$ cat src/rtl/timer_deadline_queue_defines.svh
// assertion macros for the timer deadline queue
`ifndef TIMER_DEADLINE_QUEUE_DEFINES_SVH
`define TIMER_DEADLINE_QUEUE_DEFINES_SVH

// same-cycle implication
`define TDQ_ASSERT_NOW(lbl, clk_i, rstn_i, ante, cons, msg) \
	lbl: assert property (@(posedge clk_i) disable iff (!rstn_i) (ante) |-> (cons)) \
		else $error(msg);

// next-cycle implication
`define TDQ_ASSERT_NEXT(lbl, clk_i, rstn_i, ante, cons, msg) \
	lbl: assert property (@(posedge clk_i) disable iff (!rstn_i) (ante) |=> (cons)) \
		else $error(msg);

`endif

$ cat src/rtl/tdq_pkg.sv
// shared types and constants of the timer deadline queue
`timescale 1ns / 1ps
package tdq_pkg;
	localparam int DEPTH_DEF = 16;
	localparam logic [4:0] LIMIT_MAX = 5'd16;
	localparam logic [47:0] DL_NONE = 48'hFFFF_FFFF_FFFF;

	typedef enum logic [1:0] {
		ACT_SCHEDULE = 2'd0,
		ACT_CANCEL   = 2'd1,
		ACT_TICK     = 2'd2,
		ACT_EXPIRE   = 2'd3
	} action_t;

	typedef enum logic [1:0] {
		ST_OK        = 2'd0,
		ST_NOT_FOUND = 2'd1,
		ST_FULL      = 2'd2,
		ST_NOT_DUE   = 2'd3
	} status_t;

	typedef struct packed {
		action_t     action;
		logic [31:0] delay;
		logic [31:0] cancel_id;
		logic [4:0]  expire_limit;
	} in_t;

	typedef struct packed {
		action_t     kind;
		status_t     status;
		logic [31:0] tmr_id;
		logic [47:0] next_deadline;
		logic        last;
	} out_t;

	// classified command between front and back
	typedef struct packed {
		action_t     action;
		logic [31:0] delay;
		logic [31:0] cancel_id;
		logic [4:0]  limit;
	} cmd_t;
endpackage

$ cat src/rtl/tdq_ram.sv
// generic single-write, single-read ram with registered read data
`timescale 1ns / 1ps
module tdq_ram #(
	parameter int WIDTH = 8,
	parameter int DEPTH = 16
) (
	input  logic                     clk,
	input  logic                     we,
	input  logic [$clog2(DEPTH)-1:0] waddr,
	input  logic [WIDTH-1:0]         wdata,
	input  logic                     re,
	input  logic [$clog2(DEPTH)-1:0] raddr,
	output logic [WIDTH-1:0]         rdata
);
	logic [WIDTH-1:0] mem_q [DEPTH];

	always_ff @(posedge clk) begin
		if (we) begin
			mem_q[waddr] <= wdata;
		end
		if (re) begin
			rdata <= mem_q[raddr];
		end
	end
endmodule

$ cat src/rtl/tdq_front.sv
// input side: two-entry command queue, clamps the expire limit
`timescale 1ns / 1ps
module tdq_front (
	input  logic          clk,
	input  logic          arst_n,
	input  logic          push,
	input  tdq_pkg::in_t  in_item,
	output logic          full,
	output logic          cmd_valid,
	output tdq_pkg::cmd_t cmd,
	input  logic          cmd_pop
);
	tdq_pkg::cmd_t mem_q [2];
	logic          wp_q, rp_q;
	logic [1:0]    cnt_q;
	logic          do_push, do_pop;
	tdq_pkg::cmd_t cls;

	always_comb begin
		cls.action    = in_item.action;
		cls.delay     = in_item.delay;
		cls.cancel_id = in_item.cancel_id;
		if (in_item.expire_limit == 5'd0) begin
			cls.limit = 5'd1;
		end else if (in_item.expire_limit > tdq_pkg::LIMIT_MAX) begin
			cls.limit = tdq_pkg::LIMIT_MAX;
		end else begin
			cls.limit = in_item.expire_limit;
		end
	end

	assign full      = (cnt_q == 2'd2);
	assign cmd_valid = (cnt_q != 2'd0);
	assign cmd       = mem_q[rp_q];
	assign do_push   = push && !full;
	assign do_pop    = cmd_pop && cmd_valid;

	always_ff @(posedge clk) begin
		if (do_push) begin
			mem_q[wp_q] <= cls;
		end
	end

	always_ff @(posedge clk or negedge arst_n) begin
		if (!arst_n) begin
			wp_q  <= 1'b0;
			rp_q  <= 1'b0;
			cnt_q <= 2'd0;
		end else begin
			if (do_push) wp_q <= !wp_q;
			if (do_pop) rp_q <= !rp_q;
			cnt_q <= cnt_q + {1'b0, do_push} - {1'b0, do_pop};
		end
	end
endmodule

$ cat src/rtl/tdq_engine.sv
// back side: slot store, sequential scan and command execution
`timescale 1ns / 1ps
module tdq_engine #(
	parameter int DEPTH = tdq_pkg::DEPTH_DEF
) (
	input  logic          clk,
	input  logic          arst_n,
	input  logic          cmd_valid,
	input  tdq_pkg::cmd_t cmd,
	output logic          cmd_pop,
	input  logic          res_free,
	output logic          res_we,
	output tdq_pkg::out_t res
);
	localparam int AW   = $clog2(DEPTH);
	localparam int CNTW = $clog2(DEPTH + 1);

	typedef enum logic [2:0] {
		S_IDLE = 3'b001,
		S_SCAN = 3'b010,
		S_ACT  = 3'b100
	} state_t;

	state_t          state_q;
	tdq_pkg::cmd_t   cmd_q;
	logic [47:0]     dl_q, clk_q;
	logic [31:0]     idc_q;
	logic [DEPTH-1:0] valid_q;
	logic [CNTW-1:0] cnt_q;
	logic            rd_v_s1;
	logic [AW-1:0]   idx_s1;
	logic            best_f_q, free_f_q, match_f_q;
	logic [47:0]     best_dl_q;
	logic [31:0]     best_id_q;
	logic [AW-1:0]   best_idx_q, free_idx_q, match_idx_q;
	logic            pend_q, post_q;
	logic [31:0]     pend_id_q;
	logic [4:0]      n_q;

	logic            re, we;
	logic [AW-1:0]   waddr;
	logic [79:0]     wdata, rdata;
	logic [31:0]     rd_id;
	logic [47:0]     rd_dl;
	logic [48:0]     dl_sum;
	logic [47:0]     nd, nd_sched;
	logic            due, more;

	assign re    = (state_q == S_SCAN) && (cnt_q != CNTW'(DEPTH));
	assign we    = (state_q == S_ACT) && res_free && (cmd_q.action == tdq_pkg::ACT_SCHEDULE)
		&& free_f_q;
	assign waddr = free_idx_q;
	assign wdata = {idc_q, dl_q};
	assign rd_id = rdata[79:48];
	assign rd_dl = rdata[47:0];

	tdq_ram #(.WIDTH(80), .DEPTH(DEPTH)) u_slots (
		.clk   (clk),
		.we    (we),
		.waddr (waddr),
		.wdata (wdata),
		.re    (re),
		.raddr (cnt_q[AW-1:0]),
		.rdata (rdata)
	);

	assign dl_sum   = {1'b0, clk_q} + {17'd0, cmd.delay};
	assign nd       = best_f_q ? best_dl_q : tdq_pkg::DL_NONE;
	assign nd_sched = (best_f_q && (best_dl_q < dl_q)) ? best_dl_q : dl_q;
	assign due      = best_f_q && (best_dl_q <= clk_q);
	assign more     = due && (n_q < cmd_q.limit);
	assign cmd_pop  = (state_q == S_IDLE) && cmd_valid;

	always_comb begin
		res_we            = 1'b0;
		res.kind          = cmd_q.action;
		res.status        = tdq_pkg::ST_OK;
		res.tmr_id        = 32'd0;
		res.next_deadline = nd;
		res.last          = 1'b1;
		if ((state_q == S_ACT) && res_free) begin
			unique case (cmd_q.action)
				tdq_pkg::ACT_SCHEDULE: begin
					res_we = 1'b1;
					if (free_f_q) begin
						res.tmr_id        = idc_q;
						res.next_deadline = nd_sched;
					end else begin
						res.status = tdq_pkg::ST_FULL;
					end
				end
				tdq_pkg::ACT_CANCEL: begin
					res.tmr_id = cmd_q.cancel_id;
					if (post_q) begin
						res_we = 1'b1;
					end else if (!match_f_q) begin
						res_we     = 1'b1;
						res.status = tdq_pkg::ST_NOT_FOUND;
					end
				end
				tdq_pkg::ACT_TICK: begin
					res_we = 1'b1;
				end
				tdq_pkg::ACT_EXPIRE: begin
					if (pend_q) begin
						res_we     = 1'b1;
						res.tmr_id = pend_id_q;
						res.last   = !more;
					end else if (!due) begin
						res_we     = 1'b1;
						res.status = tdq_pkg::ST_NOT_DUE;
					end
				end
				default: res_we = 1'b0;
			endcase
		end
	end

	always_ff @(posedge clk) begin
		if (cmd_pop) begin
			cmd_q <= cmd;
			dl_q  <= dl_sum[48] ? tdq_pkg::DL_NONE : dl_sum[47:0];
		end
		idx_s1 <= cnt_q[AW-1:0];
	end

	always_ff @(posedge clk or negedge arst_n) begin
		if (!arst_n) begin
			state_q     <= S_IDLE;
			clk_q       <= 48'd0;
			idc_q       <= 32'd0;
			valid_q     <= '0;
			cnt_q       <= '0;
			rd_v_s1     <= 1'b0;
			best_f_q    <= 1'b0;
			free_f_q    <= 1'b0;
			match_f_q   <= 1'b0;
			best_dl_q   <= 48'd0;
			best_id_q   <= 32'd0;
			best_idx_q  <= '0;
			free_idx_q  <= '0;
			match_idx_q <= '0;
			pend_q      <= 1'b0;
			post_q      <= 1'b0;
			pend_id_q   <= 32'd0;
			n_q         <= 5'd0;
		end else begin
			rd_v_s1 <= re;
			unique case (state_q)
				S_IDLE: begin
					if (cmd_valid) begin
						state_q   <= S_SCAN;
						cnt_q     <= '0;
						best_f_q  <= 1'b0;
						free_f_q  <= 1'b0;
						match_f_q <= 1'b0;
						pend_q    <= 1'b0;
						post_q    <= 1'b0;
						n_q       <= 5'd0;
					end
				end
				S_SCAN: begin
					if (re) begin
						cnt_q <= cnt_q + CNTW'(1);
					end
					if (rd_v_s1) begin
						if (valid_q[idx_s1]) begin
							if (!best_f_q || (rd_dl < best_dl_q) ||
								((rd_dl == best_dl_q) && (rd_id < best_id_q))) begin
								best_f_q   <= 1'b1;
								best_dl_q  <= rd_dl;
								best_id_q  <= rd_id;
								best_idx_q <= idx_s1;
							end
							if (!match_f_q && (rd_id == cmd_q.cancel_id)) begin
								match_f_q   <= 1'b1;
								match_idx_q <= idx_s1;
							end
						end else if (!free_f_q) begin
							free_f_q   <= 1'b1;
							free_idx_q <= idx_s1;
						end
					end else if (!re) begin
						state_q <= S_ACT;
					end
				end
				S_ACT: begin
					if (res_free) begin
						state_q <= S_IDLE;
						unique case (cmd_q.action)
							tdq_pkg::ACT_SCHEDULE: begin
								if (free_f_q) begin
									valid_q[free_idx_q] <= 1'b1;
									idc_q               <= idc_q + 32'd1;
								end
							end
							tdq_pkg::ACT_CANCEL: begin
								if (!post_q && match_f_q) begin
									valid_q[match_idx_q] <= 1'b0;
									post_q               <= 1'b1;
									state_q              <= S_SCAN;
								end
							end
							tdq_pkg::ACT_TICK: begin
								if (clk_q != tdq_pkg::DL_NONE) begin
									clk_q <= clk_q + 48'd1;
								end
							end
							tdq_pkg::ACT_EXPIRE: begin
								if (more) begin
									valid_q[best_idx_q] <= 1'b0;
									pend_q              <= 1'b1;
									pend_id_q           <= best_id_q;
									n_q                 <= n_q + 5'd1;
									state_q             <= S_SCAN;
								end
							end
							default: state_q <= S_IDLE;
						endcase
						if (state_q == S_ACT) begin
							cnt_q     <= '0;
							best_f_q  <= 1'b0;
							free_f_q  <= 1'b0;
							match_f_q <= 1'b0;
						end
					end
				end
				default: state_q <= S_IDLE;
			endcase
		end
	end
endmodule

$ cat src/rtl/timer_deadline_queue.sv
// top level of the timer deadline queue
`timescale 1ns / 1ps
// one-shot timer store of DEPTH slots with a millisecond clock. each input
// transfer schedules a timer (deadline = clock + delay, saturating), cancels
// one by id, ticks the clock, or expires due timers earliest deadline first
// (lower id on ties), up to expire_limit results. every result carries the
// earliest deadline still pending after it, all ones when none is pending.
// a two-entry command queue takes input transfers while the back end works,
// and one result register holds the oldest result until it is popped.
// the back end takes a command from the queue in its idle state. each pass
// over the slot memory then reads one slot per cycle through the single read
// port, plus the read latency, and the act state then acts on it. schedule,
// tick, a cancel miss and an expire with nothing due take one pass; a cancel
// hit takes two passes; an expire that emits n timers takes n + 1 passes. the
// back end also waits while the result register is still occupied.
`include "timer_deadline_queue_defines.svh"
module timer_deadline_queue #(
	parameter int DEPTH = tdq_pkg::DEPTH_DEF
) (
	input  logic          clk,
	input  logic          arst_n,
	input  logic          push,
	output logic          full,
	input  tdq_pkg::in_t  in_item,
	output logic          empty,
	input  logic          pop,
	output tdq_pkg::out_t out_item
);
	// front to back command channel
	logic          cmd_valid, cmd_pop;
	tdq_pkg::cmd_t cmd;

	// result register
	logic          res_v_q, res_free, res_we;
	tdq_pkg::out_t res, res_q;

	tdq_front u_front (
		.clk       (clk),
		.arst_n    (arst_n),
		.push      (push),
		.in_item   (in_item),
		.full      (full),
		.cmd_valid (cmd_valid),
		.cmd       (cmd),
		.cmd_pop   (cmd_pop)
	);

	tdq_engine #(.DEPTH(DEPTH)) u_engine (
		.clk       (clk),
		.arst_n    (arst_n),
		.cmd_valid (cmd_valid),
		.cmd       (cmd),
		.cmd_pop   (cmd_pop),
		.res_free  (res_free),
		.res_we    (res_we),
		.res       (res)
	);

	// free when empty or being popped this cycle
	assign res_free = !res_v_q || pop;
	assign empty    = !res_v_q;
	assign out_item = res_q;

	always_ff @(posedge clk) begin
		if (res_we) begin
			res_q <= res;
		end
	end

	always_ff @(posedge clk or negedge arst_n) begin
		if (!arst_n) begin
			res_v_q <= 1'b0;
		end else if (res_we) begin
			res_v_q <= 1'b1;
		end else if (pop) begin
			res_v_q <= 1'b0;
		end
	end

	// a new result never overwrites one that is still waiting
	`TDQ_ASSERT_NOW(a_no_overwrite, clk, arst_n, res_we, !res_v_q || pop, "result overwritten")
	// only expiry transfers come in several results
	`TDQ_ASSERT_NOW(a_single_last, clk, arst_n, !empty && (out_item.kind != tdq_pkg::ACT_EXPIRE), out_item.last, "non-expire result without last")
	// store full is only reported for schedule
	`TDQ_ASSERT_NOW(a_full_kind, clk, arst_n, !empty && (out_item.status == tdq_pkg::ST_FULL), out_item.kind == tdq_pkg::ACT_SCHEDULE, "full status on wrong kind")
	// a written result is visible in the next cycle
	`TDQ_ASSERT_NEXT(a_res_visible, clk, arst_n, res_we, !empty, "result lost")
endmodule
$ cat config.mk
export PLATFORM = sky130hd
export DESIGN_NAME = timer_deadline_queue
export DESIGN_NICKNAME = d
export VERILOG_FILES = /design/src/rtl/tdq_pkg.sv /design/src/rtl/tdq_ram.sv /design/src/rtl/tdq_front.sv /design/src/rtl/tdq_engine.sv /design/src/rtl/timer_deadline_queue.sv
export VERILOG_INCLUDE_DIRS = /design/src /design/src/rtl
export SDC_FILE = /design/constraint.sdc
export NUM_CORES = 2
export LEC_CHECK = 0
export ABC_AREA = 1
export ABC_CLOCK_PERIOD_IN_PS = 30900
export BUFFER_PORTS_ARGS = -buffer_cell sky130_fd_sc_hd__clkbuf_2
export CAP_MARGIN = 10
export CORE_UTILIZATION = 40
export DETAILED_ROUTE_END_ITERATION = 10
export GPL_TIMING_DRIVEN = 0
export SETUP_SLACK_MARGIN = 0.5
export SLEW_MARGIN = 20
export SYNTH_ARGS = -nofsm -noshare
export SYNTH_HDL_FRONTEND = slang
export SYNTH_SLANG_ARGS = --single-unit
$ cat constraint.sdc
create_clock -name clk -period 30.9 [get_ports clk]
set_clock_uncertainty 0.1 [all_clocks]
set_input_delay 6.18 -clock clk [delete_from_list [all_inputs] [get_ports clk]]
set_output_delay 6.18 -clock clk [all_outputs]
set_load 0.005 [all_outputs]
==> impl_metrics.toml <==
[status]
status = "completed"

[grt]
grt_pass1_vias = 57160
grt-ovfl-total = 0
antenna_found_initial = 5
grt_max_degree = 84
grt_pass1_wl_um = 381100
grt_util_all_layers_pct = 24.57

[flow_run]
drv_cap = 0

[clock_tree]
cts_tree = "built"
cts_max_level = 4
post-cts-setup-buffer-count = 0
cts_resized = 0
clockBufferDepth = 3
clk_pin_slew_ns = 0.06
cts_sinks = 1922
cts_inserted_buffers = 187
clk_latency_ns = 0.85
cts_root_buf = "clkbuf_16"
cts_hold_buf = 0

[placed_design]
numPortBuffers = 161
dp_hpwl_um = 189700
post_dp_cell_area_um2 = 89590
dp_cells = 10410
place_congestion = 0.9488

[floorplanning]
start_util_pct = 40.21
die-height_um = 458.0
core_area_um2 = 206900
placementRows = 167
die_w_um = 458.0
dieArea_um2 = 209800
io_pins = 162

[power]
total_leakage_power_nw = 35.19
power.density_nw_per_um2 = 90.23
power_frac_seq_pct = 42.6
vdd_drop_max_v = 0.00006420
combPwrFrac_pct = 31.0
swShare_pct = 38.45
p_sw_mw = 3.318
clkPwrFrac_pct = 26.5
p_int_mw = 5.312

[worst_setup_path]
rr_startpoint = "u_front.rp_q"
required_ns = 31.38
r2r_slack_ns = 25.05
crit_path_start = "pop"
endpoint_kind = "register"
crit_top_cell = "buf_2"
start_kind = "primary input"
crit_fanout = 10
crit_arrival_ns = 10.08
path_cells = "clkbuf_2 > nor2_1 > nor2_8 > nand2_4 > clkbuf_1 > clkbuf_1 > nor4_2 > buf_4 > buf_2 > buf_2 > buf_4 > buf_2 > buf_4 > buf_2 > buf_2"
r2r-end = "u_engine.dl_q[5]"
crit_family = "buffers and inverters"
slowest_stage = "clkbuf_1"
cp_slowest_stage_delay_ns = 0.85
r2r_cells = 20
crit_path_end = "u_engine.u_slots.mem_q[7][26]"
worst-path-buf-inv = 11
cp.depth = 15
worst-setup-path-type = "primary input to register"

[logic_synthesis]
synthFlopType = "edfxtp_1"
yosys_warnings = 0
yosysSeqAreaShare_pct = 67.88
post_synth.cell_area_avg_um2 = 11.25
synth.most_common_cell = "edfxtp_1"
netlist_top_cells_area = "edfxtp_1, dfrtp_1, nand2_1"
synthArstFlopShare_pct = 12.70
ys_ff_latch = 1922
syn_area_um2 = 83170
synthCells = 7395
yosysUniqueCellTypes = 65
synth_largest_area_cell = "edfxtp_1"
synth_top_area_share_pct = 60.44
synth_common_cells = "edfxtp_1, nand2_1, nor2_1"
synth_edf_count = 1674
syn_nets = 7688

[sta]
setup_viol = 0
fin_hold_ws_ns = 0.2958
drv_slew = 0
rsz0062_at_grt = "no"
hold_viol_final = 0
max_clock_freq_ghz = 0.1042
maxSlewHeadroom_pct = 22.59
tightest_slew_ns = 1.161
min_period_over_period_pct = 31.07
finalSetupTns_ns = 0
min_period_ns = 9.600

[routing]
ant_nets = 0
drtIter0Drc = 6882
avgRoutedWirePerCell_um = 24.41
wl_um = 262800
viasPerCell = 5.550
drtPass1Iterations = 8
num_vias = 59740
drc = 0

[finish]
nets = 8188
area_delta_synth_final_pct = 15.01
final_cells = 10760
design_area_um2 = 95650
drive_above_1_share_pct = 9.085
final_util_pct = 46.24

[worst_hold_path]
min_path_type = "register to register"
holdPathStages = 0
-- area by class of cell --
cell class | count | area, µm²
Antenna cell | 3 | 7.507
Buffer | 350 | 1423
Clock buffer | 237 | 4971
Clock inverter | 114 | 1072
Fill cell | 18860 | 111200
Inverter | 520 | 1957
Multi-Input combinational cell | 4603 | 23530
Sequential cell | 1922 | 56460
Tap cell | 2704 | 3383
Timing Repair Buffer | 311 | 2850
-- per-layer routing --
| metal | part of all wire, % | track usage (%) | up-vias |
|---|---|---|---|
| met1 | 42 | 34.18 | 29450 |
| met3 | 8.1 | 4.086 | 420 |
| met2 | 46 | 38.52 | 2771 |
| li1 | - | - | 27100 |
| met4 | 3.9 | 9.355 | 0 |
| met5 | 0 | 0 | - |
-- sequential cells by signal (all words and copies together), names as in the netlist, 4 cells and up --
name	flops
u_engine.u_slots.mem_q	1280
u_front.mem_q	142
out_item	85
u_engine.u_slots.rdata	80
u_engine.best_dl_q	48
u_engine.clk_q	48
u_engine.dl_q	48
u_engine.cmd_q	37
u_engine.best_id_q	32
u_engine.idc_q	32
u_engine.pend_id_q	32
u_engine.valid_q	16
u_engine.cnt_q	5
u_engine.n_q	5
u_engine.best_idx_q	4
u_engine.free_idx_q	4
u_engine.idx_s1	4
u_engine.match_idx_q	4
-- cell usage in the layout (no fill, tap or decap), types with 8 or more instances in the layout --
cell	n
or2_2	25
buf_16	27
nand2_1	1413
ha_1	217
a2bb2oi_1	8
buf_12	38
buf_4	35
xnor2_1	24
inv_2	10
nand3_1	333
clkinv_1	50
o21a_1	14
clkbuf_16	190
nand4_1	118
xor2_1	87
inv_1	503
bufinv_16	16
nor3_1	47
nor2_1	867
o221ai_1	15
nor4_2	8
clkinv_2	35
a21oi_1	161
edfxtp_1	1674
buf_2	83
clkbuf_2	178
o21ai_1	16
o21ai_0	769
a31oi_1	9
buf_1	22
clkbuf_1	313
dfrtp_1	243
nor4_1	19
o211ai_1	25
o22ai_1	337
nor2_4	25
-- how the worst min path moves through the flow --
stage / to / startpoint
global route: u_engine.idx_s1[0] / u_engine.cnt_q[0]
finish: u_engine.idx_s1[0] / u_engine.cnt_q[0]
detailed placement: u_engine.idx_s1[0] / u_engine.cnt_q[0]
CTS: u_engine.idx_s1[0] / u_engine.cnt_q[0]
global placement: u_engine.idx_s1[0] / u_engine.cnt_q[0]
floorplan: u_engine.idx_s1[1] / u_engine.cnt_q[1]
-- stage by stage --
stage	total power, mW	setup WS (ns)
2_1_floorplan	5.074	15.58
3_3_place_gp	6.275	6.823
3_5_place_dp	6.353	20.49
4_1_cts	8.623	21.36
5_1_grt	9.002	21.23
6_report	8.630	21.30
-- power groups by stage --
stage	Combinational [mW]	Clock [mW]	Sequential [mW]
2_1_floorplan	1.54	0	3.53
3_3_place_gp	2.53	0	3.75
3_5_place_dp	2.63	0	3.72
4_1_cts	2.65	2.31	3.67
5_1_grt	2.91	2.41	3.69
6_report	2.67	2.29	3.67
-- kinds of logic after synthesis --
logic type	synth area share, %
AND/OR/NAND/NOR	14.44
adder cells (fa/ha/maj)	3.289
XOR/XNOR	1.169
flip-flops	67.88
AO/OA/AOI/OAI	9.187
buffers and inverters	4.032
Note: power is estimated with default switching activity, not from simulation.
